==> src/rtl/ppep_pkg.sv <==
// shared types, constants and helper functions for the pixel plane extract/pack block
// no dependencies; used by every module in rtl/
`default_nettype none

package ppep_pkg;

  localparam int DEF_MAX_ROW_WIDTH = 4096;
  localparam int ROW_W             = 13;
  localparam int PIX_W             = 8;
  localparam int WORD_W            = 32;
  localparam int BITS_W            = 6;
  localparam int CFG_DATA_W        = 13;
  localparam int CFG_IDX_W         = 3;

  typedef enum logic [CFG_IDX_W-1:0] {
    CFG_IMAGE_FORMAT   = 3'd0,
    CFG_PLANE_MASK     = 3'd1,
    CFG_ROW_WIDTH      = 3'd2,
    CFG_BIT_ORDER_MODE = 3'd3,
    CFG_UNIT_SIZE_CODE = 3'd4
  } cfg_idx_t;

  localparam logic FMT_PIXEL   = 1'b0;
  localparam logic FMT_PLANE   = 1'b1;
  localparam logic ORDER_SHIFT = 1'b0;
  localparam logic ORDER_PLACE = 1'b1;

  localparam logic [1:0] UNIT_CODE_8  = 2'd0;
  localparam logic [1:0] UNIT_CODE_16 = 2'd1;
  localparam logic [1:0] UNIT_CODE_32 = 2'd2;

  typedef struct packed {
    logic                image_format;
    logic [PIX_W-1:0]    plane_mask;
    logic                bit_order;
    logic [BITS_W-1:0]   unit_bits;
    logic [2:0]          plane_idx;
    logic                plane_none;
  } cfg_t;

  function automatic logic [BITS_W-1:0] unit_bits_of(input logic [1:0] code);
    logic [BITS_W-1:0] u;
    case (code)
      UNIT_CODE_8:  u = 6'd8;
      UNIT_CODE_16: u = 6'd16;
      default:      u = 6'd32;
    endcase
    return u;
  endfunction

  function automatic logic [WORD_W-1:0] unit_mask_of(input logic [BITS_W-1:0] u);
    logic [WORD_W-1:0] m;
    if (u == 6'd8) begin
      m = 32'h0000_00FF;
    end else if (u == 6'd16) begin
      m = 32'h0000_FFFF;
    end else begin
      m = 32'hFFFF_FFFF;
    end
    return m;
  endfunction

  // index of the lowest set mask bit
  function automatic logic [2:0] lowest_set(input logic [PIX_W-1:0] mask);
    logic [2:0] idx;
    idx = 3'd0;
    for (int p = PIX_W - 1; p >= 0; p--) begin
      if (mask[p]) begin
        idx = 3'(p);
      end
    end
    return idx;
  endfunction

endpackage

`default_nettype wire

==> src/rtl/ppep_cfg_regs.sv <==
// configuration registers and decoded settings for the pixel plane extract/pack block
// depends on ppep_pkg
`default_nettype none

module ppep_cfg_regs #(
  parameter int MAX_ROW_WIDTH = ppep_pkg::DEF_MAX_ROW_WIDTH,
  localparam int WW = ($clog2(MAX_ROW_WIDTH + 1) > ppep_pkg::ROW_W) ?
                      $clog2(MAX_ROW_WIDTH + 1) : ppep_pkg::ROW_W
) (
  input  wire logic                            clk,
  input  wire logic                            rst_n,
  input  wire logic                            cfg_wr_en,
  input  wire logic [ppep_pkg::CFG_IDX_W-1:0]  cfg_index,
  input  wire logic [ppep_pkg::CFG_DATA_W-1:0] cfg_wr_data,
  output ppep_pkg::cfg_t                       cfg,
  output logic [WW-1:0]                        eff_width
);

  logic                           image_format_r;
  logic [ppep_pkg::PIX_W-1:0]     plane_mask_r;
  logic [ppep_pkg::ROW_W-1:0]     row_width_r;
  logic                           bit_order_r;
  logic [1:0]                     unit_code_r;
  logic [WW-1:0]                  width_base;

  always_ff @(posedge clk) begin
    if (!rst_n) begin
      image_format_r <= ppep_pkg::FMT_PIXEL;
      plane_mask_r   <= 8'hFF;
      row_width_r    <= 13'd1;
      bit_order_r    <= ppep_pkg::ORDER_PLACE;
      unit_code_r    <= ppep_pkg::UNIT_CODE_32;
    end else if (cfg_wr_en) begin
      unique case (ppep_pkg::cfg_idx_t'(cfg_index))
        ppep_pkg::CFG_IMAGE_FORMAT:   image_format_r <= cfg_wr_data[0];
        ppep_pkg::CFG_PLANE_MASK:     plane_mask_r   <= cfg_wr_data[7:0];
        ppep_pkg::CFG_ROW_WIDTH:      row_width_r    <= cfg_wr_data[12:0];
        ppep_pkg::CFG_BIT_ORDER_MODE: bit_order_r    <= cfg_wr_data[0];
        ppep_pkg::CFG_UNIT_SIZE_CODE: unit_code_r    <= cfg_wr_data[1:0];
        default: ;
      endcase
    end
  end

  // zero width acts as one, large widths saturate
  always_comb begin
    width_base = (row_width_r == '0) ? WW'(1) : WW'(row_width_r);
    if (width_base > WW'(MAX_ROW_WIDTH)) begin
      eff_width = WW'(MAX_ROW_WIDTH);
    end else begin
      eff_width = width_base;
    end
  end

  always_comb begin
    cfg.image_format = image_format_r;
    cfg.plane_mask   = plane_mask_r;
    cfg.bit_order    = bit_order_r;
    cfg.unit_bits    = ppep_pkg::unit_bits_of(unit_code_r);
    cfg.plane_idx    = ppep_pkg::lowest_set(plane_mask_r);
    cfg.plane_none   = (plane_mask_r == '0);
  end

endmodule

`default_nettype wire

==> src/rtl/ppep_pack_unit.sv <==
// column counter, plane bit extraction and unit packing state
// depends on ppep_pkg
`default_nettype none

module ppep_pack_unit #(
  parameter int MAX_ROW_WIDTH = ppep_pkg::DEF_MAX_ROW_WIDTH,
  localparam int WW = ($clog2(MAX_ROW_WIDTH + 1) > ppep_pkg::ROW_W) ?
                      $clog2(MAX_ROW_WIDTH + 1) : ppep_pkg::ROW_W,
  localparam int COL_W = (MAX_ROW_WIDTH > 1) ? $clog2(MAX_ROW_WIDTH) : 1
) (
  input  wire logic                          clk,
  input  wire logic                          rst_n,
  input  ppep_pkg::cfg_t                     cfg,
  input  wire logic [WW-1:0]                 eff_width,
  input  wire logic                          step,
  input  wire logic [ppep_pkg::PIX_W-1:0]    pixel,
  output logic                               res_produce,
  output logic [ppep_pkg::WORD_W-1:0]        res_word,
  output logic                               res_end_of_row
);

  logic [ppep_pkg::WORD_W-1:0]  acc_r, acc_nxt;
  logic [ppep_pkg::BITS_W-1:0]  bits_r, bits_nxt;
  logic [COL_W-1:0]             col_r, col_nxt;

  logic [WW:0]                  col_inc;
  logic                         row_end;
  logic [ppep_pkg::WORD_W-1:0]  umask;
  logic [ppep_pkg::WORD_W-1:0]  acc_base;
  logic [ppep_pkg::BITS_W-1:0]  bits_base;
  logic [ppep_pkg::BITS_W-1:0]  bits_new;
  logic [ppep_pkg::WORD_W-1:0]  acc_new;
  logic [4:0]                   place_pos;
  logic                         plane_bit;
  logic                         plane_emit;

  always_comb begin
    col_inc  = (WW + 1)'(col_r) + 1'b1;
    row_end  = (col_inc >= {1'b0, eff_width});
    col_nxt  = row_end ? '0 : col_inc[COL_W-1:0];

    umask     = ppep_pkg::unit_mask_of(cfg.unit_bits);
    // a unit that shrank below its fill level is dropped
    if (bits_r >= cfg.unit_bits) begin
      acc_base  = '0;
      bits_base = '0;
    end else begin
      acc_base  = acc_r;
      bits_base = bits_r;
    end

    plane_bit = cfg.plane_none ? 1'b0 : pixel[cfg.plane_idx];
    place_pos = 5'(cfg.unit_bits - 6'd1 - bits_base);
    if (cfg.bit_order == ppep_pkg::ORDER_SHIFT) begin
      acc_new = {acc_base[ppep_pkg::WORD_W-2:0], plane_bit} & umask;
    end else begin
      acc_new = (acc_base | (ppep_pkg::WORD_W'(plane_bit) << place_pos)) & umask;
    end
    bits_new   = bits_base + 6'd1;
    plane_emit = (bits_new >= cfg.unit_bits) || row_end;

    if (cfg.image_format == ppep_pkg::FMT_PIXEL) begin
      res_produce = 1'b1;
      res_word    = ppep_pkg::WORD_W'(pixel & cfg.plane_mask);
      acc_nxt     = acc_r;
      bits_nxt    = bits_r;
    end else begin
      res_produce = plane_emit;
      res_word    = acc_new;
      acc_nxt     = plane_emit ? '0 : acc_new;
      bits_nxt    = plane_emit ? '0 : bits_new;
    end
    res_end_of_row = row_end;
  end

  always_ff @(posedge clk) begin
    if (!rst_n) begin
      acc_r  <= '0;
      bits_r <= '0;
      col_r  <= '0;
    end else if (step) begin
      acc_r  <= acc_nxt;
      bits_r <= bits_nxt;
      col_r  <= col_nxt;
    end
  end

  a_bits_bounded: assert property (@(posedge clk) disable iff (!rst_n)
    bits_r <= 6'd32)
    else $error("unit fill level above 32");

  a_partial_below_unit: assert property (@(posedge clk) disable iff (!rst_n)
    step && cfg.image_format == ppep_pkg::FMT_PLANE && !res_produce
    |-> bits_nxt < cfg.unit_bits)
    else $error("full unit kept without being emitted");

  a_pixel_mode_keeps_pack: assert property (@(posedge clk) disable iff (!rst_n)
    step && cfg.image_format == ppep_pkg::FMT_PIXEL |=> $stable(acc_r) && $stable(bits_r))
    else $error("pixel mode changed packing state");

endmodule

`default_nettype wire

==> src/rtl/pixel_plane_extract_pack_core.sv <==
// top level of the pixel plane extract/pack block: input register, result register
// depends on ppep_pkg, ppep_cfg_regs, ppep_pack_unit
`default_nettype none

// Takes one 8-bit pixel per cycle in raster order, one item per clock unless in_stall holds it.
// An accepted pixel is held in the input register and its result is then loaded into
// the output register, where it is offered as a result; the column counter and the
// packing accumulator update when the pixel leaves the input register.
// A result held by out_stall stalls the input only when the waiting pixel also makes a
// result. Pixel mode gives one result per pixel; plane mode gives one result per full
// 8/16/32-bit unit or at row end. Configuration is to be written only while no item is
// in flight.
module pixel_plane_extract_pack_core #(
  parameter int MAX_ROW_WIDTH = ppep_pkg::DEF_MAX_ROW_WIDTH
) (
  input  wire logic                            clk,
  input  wire logic                            rst_n,
  input  wire logic                            cfg_wr_en,
  input  wire logic [ppep_pkg::CFG_IDX_W-1:0]  cfg_index,
  input  wire logic [ppep_pkg::CFG_DATA_W-1:0] cfg_wr_data,
  input  wire logic                            in_valid,
  output logic                                 in_stall,
  input  wire logic [ppep_pkg::PIX_W-1:0]      in_pixel,
  output logic                                 out_valid,
  input  wire logic                            out_stall,
  output logic [ppep_pkg::WORD_W-1:0]          out_data_word,
  output logic                                 out_end_of_row
);

  localparam int WW = ($clog2(MAX_ROW_WIDTH + 1) > ppep_pkg::ROW_W) ?
                      $clog2(MAX_ROW_WIDTH + 1) : ppep_pkg::ROW_W;

  ppep_pkg::cfg_t               cfg;
  logic [WW-1:0]                eff_width;

  logic                         s1_valid_r, s1_valid_nxt;
  logic [ppep_pkg::PIX_W-1:0]   s1_pixel_r;
  logic                         out_valid_r, out_valid_nxt;
  logic [ppep_pkg::WORD_W-1:0]  out_word_r;
  logic                         out_eor_r;

  logic                         res_produce;
  logic [ppep_pkg::WORD_W-1:0]  res_word;
  logic                         res_eor;
  logic                         out_free;
  logic                         advance;
  logic                         load_out;
  logic                         in_take;

  ppep_cfg_regs #(.MAX_ROW_WIDTH(MAX_ROW_WIDTH)) u_cfg (
    .clk         (clk),
    .rst_n       (rst_n),
    .cfg_wr_en   (cfg_wr_en),
    .cfg_index   (cfg_index),
    .cfg_wr_data (cfg_wr_data),
    .cfg         (cfg),
    .eff_width   (eff_width)
  );

  ppep_pack_unit #(.MAX_ROW_WIDTH(MAX_ROW_WIDTH)) u_pack (
    .clk            (clk),
    .rst_n          (rst_n),
    .cfg            (cfg),
    .eff_width      (eff_width),
    .step           (advance),
    .pixel          (s1_pixel_r),
    .res_produce    (res_produce),
    .res_word       (res_word),
    .res_end_of_row (res_eor)
  );

  // an item with no result moves on even when the output is blocked
  always_comb begin
    out_free      = !out_valid_r || !out_stall;
    advance       = s1_valid_r && (out_free || !res_produce);
    load_out      = advance && res_produce;
    in_stall      = s1_valid_r && !advance;
    in_take       = in_valid && !in_stall;
    s1_valid_nxt  = in_take || (s1_valid_r && !advance);
    out_valid_nxt = load_out || (out_valid_r && out_stall);
  end

  always_ff @(posedge clk) begin
    if (!rst_n) begin
      s1_valid_r  <= 1'b0;
      out_valid_r <= 1'b0;
    end else begin
      s1_valid_r  <= s1_valid_nxt;
      out_valid_r <= out_valid_nxt;
    end
  end

  always_ff @(posedge clk) begin
    if (in_take) begin
      s1_pixel_r <= in_pixel;
    end
    if (load_out) begin
      out_word_r <= res_word;
      out_eor_r  <= res_eor;
    end
  end

  assign out_valid      = out_valid_r;
  assign out_data_word  = out_word_r;
  assign out_end_of_row = out_eor_r;

  a_no_overwrite: assert property (@(posedge clk) disable iff (!rst_n)
    out_valid_r && out_stall |-> !load_out)
    else $error("waiting result overwritten");

  a_stall_needs_item: assert property (@(posedge clk) disable iff (!rst_n)
    in_stall |-> s1_valid_r && res_produce)
    else $error("input stalled with nothing blocking");

  a_pixel_low_byte: assert property (@(posedge clk) disable iff (!rst_n)
    load_out && cfg.image_format == ppep_pkg::FMT_PIXEL |=> out_data_word[31:8] == '0)
    else $error("pixel result wider than a byte");

  a_unit_width: assert property (@(posedge clk) disable iff (!rst_n)
    load_out && cfg.image_format == ppep_pkg::FMT_PLANE && cfg.unit_bits == 6'd8
    |=> out_data_word[31:8] == '0)
    else $error("packed byte unit has high bits set");

endmodule

`default_nettype wire

==> config.mk <==
export PLATFORM = sky130hd
export DESIGN_NAME = pixel_plane_extract_pack_core
export DESIGN_NICKNAME = d
export VERILOG_FILES = /design/src/rtl/ppep_pkg.sv /design/src/rtl/ppep_cfg_regs.sv /design/src/rtl/ppep_pack_unit.sv /design/src/rtl/pixel_plane_extract_pack_core.sv
export SDC_FILE = /design/constraint.sdc
export NUM_CORES = 1
export LEC_CHECK = 0
export BUFFER_PORTS_ARGS = -buffer_cell sky130_fd_sc_hd__buf_4
export CAP_MARGIN = 10
export CORE_MARGIN = 1.5
export CORE_UTILIZATION = 43
export DETAILED_ROUTE_END_ITERATION = 7
export SLEW_MARGIN = 20
export SYNTH_ARGS = -nofsm -noshare
export SYNTH_HDL_FRONTEND = slang
export SYNTH_SLANG_ARGS = --single-unit
==> constraint.sdc <==
create_clock -name clk -period 13.2 [get_ports clk]
set_input_delay 0.66 -clock clk [delete_from_list [all_inputs] [get_ports clk]]
set_output_delay 0.66 -clock clk [all_outputs]
set_load 0.02 [all_outputs]
==> run metrics <==
outcome completed; number of synthesized register bits 118; Tightest Pin Transition between 1000 and 1500 ps; Sw Ratio 0.2393; cts hold-fix bufs 0; initial antenna violation count 0; Wirelength per Cell 16.85 um; first-pass GRT wire length 25.13 mm; Max Root-Sink Buffers 2; Critical R2R Capture out_data_word[17]; DIE AREA approximately 15,000 um2; syn_nets 740; P&R area growth vs syn 17.88%; MaxCap Viol Count 0; TritonCTS clock tree done; vias 5,294; Cell Area, Synth ~6300 um2; setup violators final 0; crit end category primary output; Clock transition at path regs 50 ps; top_reg_cell synth dfxtp_1; TNS Setup 0 ps; level count of the clock H-tree 4; clock power share 0.464; clk_skew about 9.6 ps; row count 43; VDD IR max 0.00006656 V; # resized after CTS 0; Async SR Flop Fraction 0; Die Ht between 100 and 150 um; gr usage total 0.2158; Flop pwr share 0.458; Worst-Skew Late Latency about 400 ps; PwrDens 115.6 nW/um2; Period minus WS final 5632 ps; reg2reg start u_cfg.unit_code_r[0]; Post-Syn Instances 687; Seq. cell area between 2000 and 3000 um2; min-delay src in_pixel[4]; reg2reg path depth 18; Lkg Pwr 3.003 nW; Logic pwr share 0.078; commonest non-fill, non-tap cell in the layout nand2_1; Worst Hold End s1_pixel_r[4]; Yosys top cell by area dfxtp_1; Worst slew margin 0.2842; # fillers 1,294; commonest non-fill, non-tap cells in the layout nand2_1, dfxtp_1, nor2_1; RSZ-0062 raised after global routing false; I/O Buffers 63; Starting Density 0.4471; Psw 204.7 uW; WL final roughly 16 mm; gr ovfl total 0; via/cell ratio 5.705; Initial DRC Count a little over 500; R2R Setup Slk 7700 ps; # nets final just under 800; DP HPWL 11.02 mm; DRT Pass-1 Iters 5; Yosys cell types 68; DRC 0; Tcrit/Tclk final 0.4267; CTS Buf Count 17; CTS Sinks around 120; Hold WC Path Type in -> reg; Root Buffer clkbuf_16; Die W around 120 um; crit start category flop; ratio of cells with drive above 1 in the final layout 0.1644; hold slack 425.8 ps; routability congestion estimate 0.8557; Cells on Worst Hold Path 1; dpl cells about 900; Fin. Hold Viols 0; top cells by area, synth dfxtp_1, edfxtp_1, nand2_1; CP Max Fanout 15; crit path DAT 4970 ps; number of flops mapped to enable cells by yosys 41; Multi-input gate area roughly 3300 um2; internal power 650.7 uW; number of global-route vias before repair 4,986; Pwr Total 855.4 uW; largest net degree at the start of global routing 37; worst endpoint required time 12,540 ps; Final Max Tran Viols 0; Final Instance Count excl. Fillers 928; I/O pin cnt 64; Post-CTS Setup Bufs 0; mean post-synth cell area 9.139 um2; Syn. warnings 0; sequential-to-total area share from yosys stat 0.4416; critical path class reg -> out; core area 14,040 um2; diode count 0; Routed Antenna Nets 0; Yosys top cell area share 0.2455; Fmax around 180 MHz
## area by class of cell
cell class	count	share of cell area
clock inverters	11	0.008284
clock buffers	21	0.06086
multi-input cells	519	0.4494
repair buffers	66	0.06965
well taps	180	0.03043
flip-flops and latches	118	0.3748
inverters	13	0.006593
## Yosys cell counts (all sizes together) (13+ instances only)
library cell and n:
nand2 116, dfxtp 77, nor2 70, edfxtp 41, a21oi 35, o21ai 35
mux2i 30, clkbuf 26, nand3 25, ha 24, nor3 18, inv 13
## critical path, cell delays in order (launching register included)
cell	delay [ps]
dfxtp_1	330
nor2_1	370
ha_1	180
or4b_4	470
a311o_4	490
nand2_1	170
inv_1	90
ha_1	220
nand3_1	100
xor2_1	150
nor2_1	70
ha_1	300
nor2b_1	130
o21ai_0	150
nand3b_1	120
a21oi_1	630
nand2_1	200
nand2_1	170
nor2_1	50
buf_4	160
## metal layers
layer | GRT usage | routed length [um] | up-vias
li1 | - | - | 2614
met4 | 0.07184 | 298 | 0
met5 | 0 | 0 | -
met2 | 0.3381 | 7212 | 137
met1 | 0.2907 | 7336 | 2520
met3 | 0.05495 | 788 | 23
## cell families after synthesis
kind of cell | after synthesis | share of synthesized area
and+or+nand+nor | 287 | 0.2190
AOI/OAI and AO/OA | 158 | 0.1748
adders and majority gates | 24 | 0.04783
DFF | 118 | 0.4416
buffers and inverters | 50 | 0.03348
muxes | 34 | 0.05500
xor gates and xnor gates | 16 | 0.02830
## sequential cells by signal, summed over array words and instances (netlist names)
name,cells
u_cfg.image_format_r,1
out_end_of_row,1
u_cfg.plane_mask_r,8
u_cfg.bit_order_r,1
u_cfg.unit_code_r,2
u_pack.col_r,12
u_pack.acc_r,32
u_cfg.row_width_r,13
s1_valid_r,1
out_data_word,32
s1_pixel_r,8
u_pack.bits_r,6
out_valid,1
## how the worst max path moves through the flow
| stage | start | end | slack [ps] | cells after the start |
|---|---|---|---|---|
| 2_1_floorplan | u_cfg.unit_code_r[0] | out_data_word[0] | 7430 | 18 |
| 3_3_place_gp | u_cfg.unit_code_r[0] | out_data_word[6] | 7460 | 17 |
| 3_5_place_dp | u_cfg.unit_code_r[0] | out_data_word[11] | 7280 | 17 |
| 4_1_cts | u_cfg.unit_code_r[0] | out_data_word[30] | 7270 | 17 |
| 5_1_grt | u_cfg.unit_code_r[0] | in_stall | 7290 | 19 |
| 6_report | u_cfg.unit_code_r[0] | in_stall | 7570 | 19 |
## power by group through the flow
stage | Sequential, mW | Combinational [mW] | Clock (mW)
3_5_place_dp | 0.400 | 0.0656 | 0
4_1_cts | 0.392 | 0.0658 | 0.405
6_report | 0.392 | 0.0667 | 0.397
3_3_place_gp | 0.399 | 0.0645 | 0
2_1_floorplan | 0.403 | 0.0367 | 0
5_1_grt | 0.393 | 0.0732 | 0.425
## metrics by stage
step / area, um2 / setup WS (ps) / util
global placement: 6855 / 7457 / 0.4882
global route: 7401 / 7294 / 0.5270
CTS: 7367 / 7266 / 0.5246
floorplan: 6279 / 7429 / -
finish: 7401 / 7568 / 0.5270
detailed placement: 6855 / 7284 / 0.4882
No activity file was read; power rests on OpenSTA's default activity.
